--- src/spbpf_pkg.sv ---
// Package for the spectrum band meter with peak hold and falloff.
// Holds the transaction structs, per-band entry layout, codes and controller types.
// Depends on nothing.
package spbpf_pkg;

  localparam logic REQ_SAMPLE = 1'b0;
  localparam logic REQ_TICK   = 1'b1;

  localparam logic CFG_FULL_SCALE = 1'b0;
  localparam logic CFG_HOLD_TICKS = 1'b1;

  localparam logic [9:0] FULL_SCALE_RST = 10'd256;
  localparam logic [7:0] HOLD_TICKS_RST = 8'd12;
  localparam logic [9:0] SPEED_MAX      = 10'd1023;

  typedef struct packed {
    logic        req_type;
    logic [5:0]  band_index;
    logic [15:0] sample_level;
  } in_item_t;

  typedef struct packed {
    logic [5:0] band_number;
    logic [9:0] bar_height;
    logic [9:0] peak_height;
    logic       last_band;
  } out_item_t;

  typedef struct packed {
    logic [9:0] bar;
    logic [9:0] peak;
    logic [9:0] bar_speed;
    logic [9:0] peak_speed;
    logic [7:0] hold;
  } band_entry_t;

  localparam band_entry_t ENTRY_RST = '{
    bar: 10'd1, peak: 10'd0, bar_speed: 10'd1, peak_speed: 10'd1, hold: 8'd0
  };

  typedef enum logic [1:0] {
    ST_IDLE,
    ST_READ,
    ST_UPDATE
  } state_t;

  typedef struct packed {
    logic load;
    logic read;
    logic update;
    logic next_band;
  } ctrl_cmd_t;

  typedef struct packed {
    logic item_ok;
    logic is_tick;
    logic last;
  } ctrl_status_t;

endpackage

--- src/spbpf_ram.sv ---
// Generic single-port-write, single-port-read RAM with a registered read.
// Depends on nothing.
module spbpf_ram #(
  parameter int WIDTH = 48,
  parameter int DEPTH = 32,
  localparam int AW = (DEPTH > 1) ? $clog2(DEPTH) : 1
) (
  input  logic             clk,
  input  logic             we,
  input  logic [AW-1:0]    waddr,
  input  logic [WIDTH-1:0] wdata,
  input  logic             re,
  input  logic [AW-1:0]    raddr,
  output logic [WIDTH-1:0] rdata
);

  logic [WIDTH-1:0] mem [DEPTH];
  logic [WIDTH-1:0] rdata_r;

  always_ff @(posedge clk) begin
    if (we) begin
      mem[waddr] <= wdata;
    end
    if (re) begin
      rdata_r <= mem[raddr];
    end
  end

  assign rdata = rdata_r;

endmodule

--- src/spbpf_ctrl.sv ---
// Controller state machine: accepts transactions and sequences band reads and updates.
// Depends on spbpf_pkg.
module spbpf_ctrl
  import spbpf_pkg::*;
(
  input  logic         clk,
  input  logic         rst_n,
  input  logic         start,
  input  ctrl_status_t status,
  output ctrl_cmd_t    cmd,
  output logic         busy
);

  state_t state_r;
  state_t state_nxt;

  always_ff @(posedge clk) begin
    if (!rst_n) begin
      state_r <= ST_IDLE;
    end else begin
      state_r <= state_nxt;
    end
  end

  always_comb begin
    state_nxt = state_r;
    cmd       = '0;
    unique case (state_r)
      ST_IDLE: begin
        if (start) begin
          cmd.load = 1'b1;
          if (status.item_ok) begin
            state_nxt = ST_READ;
          end
        end
      end
      ST_READ: begin
        cmd.read  = 1'b1;
        state_nxt = ST_UPDATE;
      end
      ST_UPDATE: begin
        cmd.update = 1'b1;
        if (status.is_tick && !status.last) begin
          cmd.next_band = 1'b1;
          state_nxt     = ST_READ;
        end else begin
          state_nxt = ST_IDLE;
        end
      end
      default: begin
        state_nxt = ST_IDLE;
      end
    endcase
  end

  assign busy = (state_r != ST_IDLE);

endmodule

--- src/spbpf_dp.sv ---
// Datapath: configuration registers, level conversion, band store and result register.
// Depends on spbpf_pkg and spbpf_ram.
module spbpf_dp
  import spbpf_pkg::*;
#(
  parameter int BAND_COUNT = 32,
  parameter int LEVEL_BITS = 10
) (
  input  logic         clk,
  input  logic         rst_n,
  input  in_item_t     in_data,
  input  logic         cfg_we,
  input  logic         cfg_index,
  input  logic [9:0]   cfg_data,
  input  ctrl_cmd_t    cmd,
  output ctrl_status_t status,
  output logic         out_valid,
  output out_item_t    out_data
);

  localparam int AW = (BAND_COUNT > 1) ? $clog2(BAND_COUNT) : 1;
  localparam int LIM_I = (((1 << LEVEL_BITS) - 1) < 1023) ? ((1 << LEVEL_BITS) - 1) : 1023;
  localparam logic [10:0] LEVEL_LIM = 11'(LIM_I);
  localparam logic [6:0]  BAND_CNT7 = 7'(BAND_COUNT);
  localparam logic [5:0]  LAST_BAND = 6'(BAND_COUNT - 1);

  logic [9:0]            full_scale_r, full_scale_nxt;
  logic [7:0]            hold_ticks_r, hold_ticks_nxt;
  logic                  req_type_r, req_type_nxt;
  logic [5:0]            band_r, band_nxt;
  logic [25:0]           prod_r, prod_nxt;
  logic [BAND_COUNT-1:0] valid_r, valid_nxt;
  logic                  rd_valid_r, rd_valid_nxt;
  logic                  out_valid_r, out_valid_nxt;
  out_item_t             out_data_r, out_data_nxt;

  logic [AW-1:0]         addr;
  logic [47:0]           rdata;
  band_entry_t           cur;
  band_entry_t           upd;
  logic [26:0]           level_sum;
  logic [9:0]            level;

  assign addr = band_r[AW-1:0];

  spbpf_ram #(
    .WIDTH ($bits(band_entry_t)),
    .DEPTH (BAND_COUNT)
  ) u_ram (
    .clk   (clk),
    .we    (cmd.update),
    .waddr (addr),
    .wdata (upd),
    .re    (cmd.read),
    .raddr (addr),
    .rdata (rdata)
  );

  assign cur = rd_valid_r ? band_entry_t'(rdata) : ENTRY_RST;

  assign level_sum = {1'b0, prod_r} + 27'd65535;
  assign level = (level_sum[26:16] > LEVEL_LIM) ? LEVEL_LIM[9:0] : level_sum[25:16];

  always_comb begin
    upd = cur;
    if (req_type_r == REQ_TICK) begin
      upd.bar = (cur.bar > cur.bar_speed) ? (cur.bar - cur.bar_speed) : 10'd0;
      upd.bar_speed = (cur.bar_speed < SPEED_MAX) ? (cur.bar_speed + 10'd1) : SPEED_MAX;
      if (cur.hold == 8'd0) begin
        upd.peak = (cur.peak > cur.peak_speed) ? (cur.peak - cur.peak_speed) : 10'd0;
        upd.peak_speed = (cur.peak_speed < SPEED_MAX) ? (cur.peak_speed + 10'd1) : SPEED_MAX;
      end else begin
        upd.hold = cur.hold - 8'd1;
      end
    end else begin
      if (level > cur.bar) begin
        upd.bar        = level;
        upd.bar_speed  = 10'd0;
        upd.peak_speed = 10'd0;
      end
      if (level > cur.peak) begin
        upd.peak       = level;
        upd.hold       = hold_ticks_r;
        upd.peak_speed = 10'd0;
      end
    end
  end

  assign status.item_ok = (in_data.req_type == REQ_TICK) || ({1'b0, in_data.band_index} < BAND_CNT7);
  assign status.is_tick = (req_type_r == REQ_TICK);
  assign status.last    = (band_r == LAST_BAND);

  always_comb begin
    full_scale_nxt = full_scale_r;
    hold_ticks_nxt = hold_ticks_r;
    if (cfg_we) begin
      unique case (cfg_index)
        CFG_FULL_SCALE: full_scale_nxt = cfg_data;
        CFG_HOLD_TICKS: hold_ticks_nxt = cfg_data[7:0];
        default: begin
        end
      endcase
    end

    req_type_nxt = req_type_r;
    band_nxt     = band_r;
    prod_nxt     = prod_r;
    if (cmd.load) begin
      req_type_nxt = in_data.req_type;
      band_nxt     = (in_data.req_type == REQ_TICK) ? 6'd0 : in_data.band_index;
      prod_nxt     = 26'(in_data.sample_level) * 26'(full_scale_r);
    end else if (cmd.next_band) begin
      band_nxt = band_r + 6'd1;
    end

    rd_valid_nxt = rd_valid_r;
    if (cmd.read) begin
      rd_valid_nxt = valid_r[addr];
    end

    valid_nxt = valid_r;
    if (cmd.update) begin
      valid_nxt[addr] = 1'b1;
    end

    out_valid_nxt = cmd.update;
    out_data_nxt  = out_data_r;
    if (cmd.update) begin
      out_data_nxt.band_number = band_r;
      out_data_nxt.bar_height  = upd.bar;
      out_data_nxt.peak_height = upd.peak;
      out_data_nxt.last_band   = (req_type_r == REQ_SAMPLE) || status.last;
    end
  end

  always_ff @(posedge clk) begin
    if (!rst_n) begin
      full_scale_r <= FULL_SCALE_RST;
      hold_ticks_r <= HOLD_TICKS_RST;
      valid_r      <= '0;
      out_valid_r  <= 1'b0;
    end else begin
      full_scale_r <= full_scale_nxt;
      hold_ticks_r <= hold_ticks_nxt;
      valid_r      <= valid_nxt;
      out_valid_r  <= out_valid_nxt;
    end
  end

  always_ff @(posedge clk) begin
    req_type_r <= req_type_nxt;
    band_r     <= band_nxt;
    prod_r     <= prod_nxt;
    rd_valid_r <= rd_valid_nxt;
    out_data_r <= out_data_nxt;
  end

  assign out_valid = out_valid_r;
  assign out_data  = out_data_r;

endmodule

--- src/spectrum_band_peak_falloff.sv ---
// Top level of the spectrum band meter with peak hold and gravity falloff.
// Depends on spbpf_pkg, spbpf_ctrl, spbpf_dp and spbpf_ram.
//
// A transaction is accepted when start is high and busy is low. A sample
// transaction updates one band from its level; a tick transaction lets every
// bar fall and each peak whose hold is spent, and reports all bands in order.
// Each band takes a RAM read state and then an update state; busy stays high
// until the last update. A result appears on out_data with out_valid high for
// exactly one cycle, in the cycle after its update; the receiver cannot stall.
// A sample for a band at or above BAND_COUNT is accepted and dropped.
// Registers are written through cfg_we, cfg_index and cfg_data; the user must
// do so only while busy is low, as the block itself does not enforce this.
// Synchronous reset restores the register defaults and marks every band as
// holding its reset values; no clearing pass is needed.
module spectrum_band_peak_falloff
  import spbpf_pkg::*;
#(
  parameter int BAND_COUNT = 32,
  parameter int LEVEL_BITS = 10
) (
  input  logic       clk,
  input  logic       rst_n,
  input  logic       start,
  output logic       busy,
  input  in_item_t   in_data,
  output logic       out_valid,
  output out_item_t  out_data,
  input  logic       cfg_we,
  input  logic       cfg_index,
  input  logic [9:0] cfg_data
);

  ctrl_cmd_t    cmd;
  ctrl_status_t status;

  spbpf_ctrl u_ctrl (
    .clk    (clk),
    .rst_n  (rst_n),
    .start  (start),
    .status (status),
    .cmd    (cmd),
    .busy   (busy)
  );

  spbpf_dp #(
    .BAND_COUNT (BAND_COUNT),
    .LEVEL_BITS (LEVEL_BITS)
  ) u_dp (
    .clk       (clk),
    .rst_n     (rst_n),
    .in_data   (in_data),
    .cfg_we    (cfg_we),
    .cfg_index (cfg_index),
    .cfg_data  (cfg_data),
    .cmd       (cmd),
    .status    (status),
    .out_valid (out_valid),
    .out_data  (out_data)
  );

endmodule

--- config.mk ---
export PLATFORM = sky130hd
export DESIGN_NAME = spectrum_band_peak_falloff
export DESIGN_NICKNAME = d
export VERILOG_FILES = /design/src/spbpf_pkg.sv /design/src/spbpf_ram.sv /design/src/spbpf_ctrl.sv /design/src/spbpf_dp.sv /design/src/spectrum_band_peak_falloff.sv
export SDC_FILE = /design/constraint.sdc
export NUM_CORES = 2
export LEC_CHECK = 0
export BUFFER_PORTS_ARGS = -buffer_cell sky130_fd_sc_hd__buf_2
export CORE_AREA = 2 2 381 383
export DETAILED_ROUTE_END_ITERATION = 16
export DIE_AREA = 0 0 383 385
export PLACE_DENSITY_LB_ADDON = 0.05
export SYNTH_ARGS = -nofsm -noshare
export SYNTH_HDL_FRONTEND = slang
export SYNTH_SLANG_ARGS = --single-unit
--- constraint.sdc ---
create_clock -name clk -period 7.15 [get_ports clk]
set_input_delay 1.43 -clock clk [delete_from_list [all_inputs] [get_ports clk]]
set_output_delay 1.43 -clock clk [all_outputs]
set_load 0.05 [all_outputs]
# Yosys cells after proc, flatten, opt, wreduce, memory -nomap -nowiden
# Memories as Yosys holds them, arrays and structs flattened. A register that Yosys moved wholly into a read port is not among the register bits.
# Cells that the tools add are included.
# word_totals
regBits,114
latch_bits,0
ramBits,1536
mem_bits_ro,0
input_bits,38
output_inout_bits,29
word_cells,84
memories,1
# classes
add_sub_neg,7
mul,1
n_div,0
n_lt_le_gt_ge,10
eq_ne,5
shifts,0
n_mux,32
bitwise,3
reduce_logical,12
# mem_list
name,words,word_bits,rd,rd_ports_with_merged_regs,write_ports,line_no,rtl
u_dp.u_ram.mem,32,48,1,1,1,spbpf_ram.sv:17,logic [WIDTH-1:0] mem [DEPTH];
# ops
operator,n
2-to-1 mux 48 bit,2
2-to-1 mux 10 bit,9
> comparator 10 bit,4
bitwise OR 32 bit,1
adder 26 x 16 -> 27 bit (second input constant),1
multiplier 16 x 10 -> 26 bit,1
adder 10 x 1 -> 10 bit (second input constant),2
less-than comparator 10 bit (second input constant),2
2-to-1 mux 20 bit,1
subtractor 10 bit,2
2-to-1 mux 18 bit,1
2-to-1 mux 6 bit,3
> comparator 11 x 10 -> 1 bit (second input constant),1
2-to-1 mux 1 bit,9
logical NOT 8 bit,1
2-to-1 mux 8 bit,1
subtractor 8 x 1 -> 8 bit (second input constant),1
adder 6 x 1 -> 6 bit (second input constant),1
equality test 6 x 5 -> 1 bit (second input constant),1
less-than comparator 5 x 6 -> 1 bit (second input constant),1
less-than comparator 6 bit (second input constant),1
2-to-1 mux 2 bit,3
case mux 2 bit (3 select lines),1
AND reduction 2 bit,3
12 further kinds,17

# Logic depth before layout (Yosys ltp)
# logic_depth
depth_word,7
depth_mapped,21
mapped_depth_nobuf,19

# Modules after synthesis
# From an unflattened synthesis, not the netlist that was laid out.
# unflattened
cells_unflattened,4814
hier_area_um2,73907.1
# modules_own_cells
module,n_inst,cells_each,area_each_um2,seq_area_each_um2
spbpf_ram,1,3364,61205.0,47565.6
spbpf_dp,1,1438,12589.6,2852.7
spbpf_ctrl,1,12,112.6,40.0

# Worst setup path after synthesis
# Ideal clock, no wire load.
# synth_timing
path_kind,in2reg
from,input in_data[9] in the netlist's numbering
to,register u_dp.prod_r[23] (data pin)
setup_ps,282
t_arrival_ps,6225
required_ps,6868
slack_ps,643
cell_stages,19
n_path_buf,1
cell_sequence,buf_1 -> and2_1 -> fa_1 -> inv_1 -> fa_1 -> inv_1 -> fa_1 -> fa_1 -> inv_1 -> fa_1 -> inv_1 -> ha_1 -> a21o_1 -> a21o_1 -> a21o_1 -> a21oi_1 -> o221ai_1 -> o41ai_1 -> o311ai_0
# synth_via
elab_chain_cells,1
# synth_rtl
item,line_no,rtl
from (decl),spectrum_band_peak_falloff.sv:25,"input in_item_t in_data,"
multiplier 16 x 10 -> 26 bit,spbpf_dp.sv:111,prod_nxt = 26'(in_data.sample_level) * 26'(full_scale_r);
to (signal assigned),spbpf_dp.sv:153,prod_r <= prod_nxt;
to (decl),spbpf_dp.sv:31,"logic [25:0] prod_r, prod_nxt;"
# Every way passes these cells.
# A chain may end at the register's enable or synchronous reset.

# Final worst setup path
# Same ends and word-level chain as after synthesis.

==> impl_summary.log <==
[metrics] Max stage delay cell, worst path: fa_1
[metrics] clock latency of the later-clocked register in the worst-skew pair: 820 ps
[metrics] synthesized netlist cell count: 3835
[metrics] Top Ports: 67
[metrics] type of element capturing the critical path: register
[metrics] routed vias/inst: 6.419
[metrics] portion of the post-synthesis area used by sequential elements: 0.7069
[metrics] Die X-Extent: 383 um
[metrics] fraction of power spent switching nets: 0.2495
[metrics] compound-gate portion of the synthesized area: 0.05060
[metrics] relative max-transition margin: 0.09618
[metrics] Worst Skew: 31.79 ps
[metrics] number of nets in the layout: 4246
[metrics] final number of setup-violating endpoints: 0
[metrics] Max Slew Vio Count: 0
[metrics] count of max-cap constraint violations: 0
[metrics] type of the worst setup path: input pin to register
[metrics] count of state elements after synthesis: 1698
[metrics] Routed wire per std cell: 33.81 um
[metrics] Worst Setup Start Kind: input pin
[metrics] fill cell count: 10870
[metrics] cell area after synthesis: 71380 um^2
[metrics] count of port buffers added during placement: 66
[metrics] Sum Neg Setup Slack: 0 ps
[metrics] Total Power Consumption: 23.22 mW
[metrics] class of the tightest hold or removal check: register to register
[metrics] post_cts resized: 0
[metrics] Flop pwr share: 0.498
[metrics] flip-flop cell with the highest count after synthesis: edfxtp_1
[metrics] via count: 38730
[metrics] nets in the synthesized netlist: 4089
[metrics] Num Clock Sinks: 1698
[metrics] static power due to leakage: 26.78 nW
[metrics] proportion of register bits with asynchronous set or reset after synthesis: 0
[metrics] clock network fraction of total power: 0.374
[metrics] internal power: 17.43 mW
[metrics] slowest stage delay, CP: 550 ps
[metrics] drc violations: 0
[metrics] count of standard-cell rows: 139
[metrics] die area: 147500 um^2
[metrics] clk buf depth: 3
[metrics] share of the synthesized netlist area taken by xor and xnor gates: 0.004662
[metrics] measured slew at the worst slew-check pin: 1353 ps
[metrics] RSZ-0062 raised after global routing: false
[metrics] PwrDens: 288.6 nW/um^2
[metrics] Post-Synthesis Mean Instance Area: 18.61 um^2
[metrics] post-CTS setup repair buffer count: 0
[metrics] largest net degree at the start of global routing: 134
[metrics] Worst Path Required: 7750 ps
[metrics] Post-synth EDFFs: 1645
[metrics] wire length of the first global-routing pass: 289700 um
[metrics] post-synthesis share of cell area spent on full adders, half adders and majority gates: 0.04964
[metrics] CP max FO: 10
[metrics] cell mode on critical path: fa_1
[metrics] chain of cells forming the critical path: buf_2, and2_1, fa_1, inv_1, fa_1, inv_1, fa_1, fa_1, inv_1, fa_1, inv_1, ha_1, a21o_1, a21o_1, a21o_1, a21oi_1, o221ai_1, o41ai_1, buf_4, nand4b_1, o311ai_0
[metrics] fraction of the cycle the final worst path needs: 0.8600
[metrics] final number of hold-violating endpoints: 0
[metrics] run status: complete, no violations
[metrics] share of post-route cells with drive strength above 1: 0.2223
[metrics] height of the chip: 385 um
[metrics] residual antenna-violating net count after detailed routing: 0
[metrics] multiplexer fraction of the synthesized cell area: 0.1241
[metrics] Global Route Usage Sum: 0.2800
[metrics] data arrival at the endpoint of the critical path: 6750 ps
[metrics] Clock H-tree levels: 4
[metrics] net switching power figure: 5.793 mW
[metrics] max frequency: 162.6 MHz
[metrics] clock tree from TritonCTS: done
[metrics] routability cong.: 0.8700
[metrics] Clock Root Buffer: clkbuf_16
[metrics] Synth warnings: 0
[metrics] area of the core: 143100 um^2
[metrics] area growth from synthesis to layout: 12.72%
[metrics] Logic pwr share: 0.128
[metrics] final global-route overflow total: 0
[metrics] antenna diode count: 0
[metrics] Peak supply drop: 0.0002357 V
[metrics] antenna violations before repair: 3
[metrics] clock buffer count from CTS: 171
[metrics] via count of the first global-routing pass: 39240
[metrics] distinct cell type count of the synthesized netlist: 85
[metrics] hold buffer count at CTS: 0
[metrics] Total Routed Length: 204000 um
[metrics] Final min period: 6149 ps
[metrics] first-pass iteration count of the detailed router: 5
[metrics] register clock-pin slew on the reported worst setup and hold paths: 60 ps
[metrics] first-iteration detailed-routing DRC count: 4632
[metrics] starting density of the core: 0.4987
[metrics] dpl hpwl: 114500 um
[metrics] largest family of logic cells by synthesized area: multiplexers
[metrics] area fraction in and, or, nand and nor cells after synthesis: 0.04342
kinds of logic (layout without fill, tap and decap cells):
logic type,Yosys count,in the layout
AO/OA/AOI/OAI,484,484
AND/OR/NAND/NOR,617,617
XOR/XNOR,38,38
adder cells (fa/ha/maj),216,216
flip-flops,1698,1698
multiplexers,395,395
buffers and inverters,387,682
power by group through the flow:
stage                     clock network, mW  logic [mW]  registers, mW
final                                  8.68        2.98           11.6
after global routing                   9.20        3.21           11.6
after CTS                              8.83        2.99           11.6
after detailed placement                  0        2.96           11.8
after global placement                    0        2.90           11.8
after floorplan                           0        1.90           11.7
critical path: cells and delay by family:
| family | cells | cell delay [ps] |
|---|---|---|
| adders and majority gates | 6 | 2910 |
| buffers and inverters | 6 | 590 |
| AOI/OAI and AO/OA | 7 | 1500 |
| and+or+nand+nor | 2 | 300 |
synth_stat cells, types with 5 or more instances:
library cell,count,share of area
edfxtp_1,1645,0.69
mux4_2,392,0.12
nand2_1,221,0.012
a22oi_1,202,0.021
inv_1,178,0.0094
clkbuf_1,156,0.0082
fa_1,112,0.031
ha_1,104,0.018
and2_1,88,0.0077
nor2_1,72,0.0038
nand4_1,70,0.0061
nand3_1,64,0.0045
dfxtp_1,53,0.015
a21oi_1,51,0.0036
o21ai_0,51,0.0036
buf_1,44,0.0023
o21a_1,36,0.0038
nor3_1,26,0.0018
a21o_1,25,0.0026
xnor2_1,25,0.0031
a21boi_0,19,0.0020
o311ai_1,19,0.0023
and3_1,14,0.0012
xor2_1,13,0.0016
o211ai_1,10,0.0011
nand3b_1,9,0.00095
nand2b_1,8,0.00070
nor2b_1,8,0.00070
or3_1,8,0.00070
o311ai_0,7,0.00086
o311ai_2,5,0.0011
o31ai_1,5,0.00053
flip-flops by register name, indices dropped and copies added, names as in the netlist, 2 cells and up:
name	count
u_dp.u_ram.mem	1536
u_dp.valid_r	32
u_dp.prod_r	26
u_dp.out_data	27
u_dp.band_r	6
u_dp.u_ram.rdata	48
u_ctrl.state_r	2
u_dp.full_scale_r	10
u_dp.hold_ticks_r	8
per-stage QoR:
| step | area, um^2 | worst slack (ps) | hold WS, ps | instances | util |
|---|---|---|---|---|---|
| after global placement | 75030 | 301.3 | 441.5 | 5722 | 0.5242 |
| after floorplan | 71380 | 642.8 | 435.4 | 3835 | - |
| after CTS | 80450 | 1043 | 464.1 | 6033 | 0.5620 |
| final | 80460 | 1001 | 465.5 | 6033 | 0.5622 |
| after global routing | 80460 | 688.1 | 484.0 | 6033 | 0.5622 |
| after detailed placement | 75030 | 219.5 | 449.7 | 5722 | 0.5242 |
final timing paths:
check,from,to,slack [ps],cells after the start
min reg2reg,u_dp.valid_r[24]$_SDFFE_PN0P_,u_dp.valid_r[24]$_SDFFE_PN0P_,470,1
max reg2reg,u_dp.full_scale_r[1]$_SDFFE_PN0P_,u_dp.prod_r[23]$_DFFE_PP_,1020,19
min,u_dp.valid_r[24]$_SDFFE_PN0P_,u_dp.valid_r[24]$_SDFFE_PN0P_,470,1
max,in_data[9],u_dp.prod_r[23]$_DFFE_PP_,1000,21
layout by cell type (no fill, tap or decap), types with 19 or more instances in the layout:
cell type     n
and2_1       86
xnor2_1      25
o21a_1       36
clkbuf_1     37
nand3_1      64
nand2_1     221
a21o_1       25
a22oi_1     202
nand4_1      70
clkbuf_16   174
buf_4       118
ha_1        104
dfxtp_1      53
a21oi_1      50
buf_2        66
nor2_1       39
edfxtp_1   1645
a21boi_0     19
inv_1       178
clkinv_1     44
nor2_4       35
fa_1        112
nor3_1       25
o21ai_0      51
clkinv_2     27
mux4_2      392
metal layers:
metal,track usage,up-vias,wire length (um)
met2,0.4584,1717,99830
met3,0.04370,332,14160
li1,-,15770,-
met4,0.07772,0,5574
met5,0,-,0
met1,0.3942,20910,84390
final cells by class:
type	instances	area, um^2	area share
clock buffers	212	4507	0.05601
clock inverters	99	910.9	0.01132
inverters	179	671.9	0.008350
multi-input cells	1750	20160	0.2505
flip-flops and latches	1698	50460	0.6271
well taps	1903	2381	0.02959
repair buffers	192	1376	0.01710
Note: power is estimated with default switching activity, not from simulation.
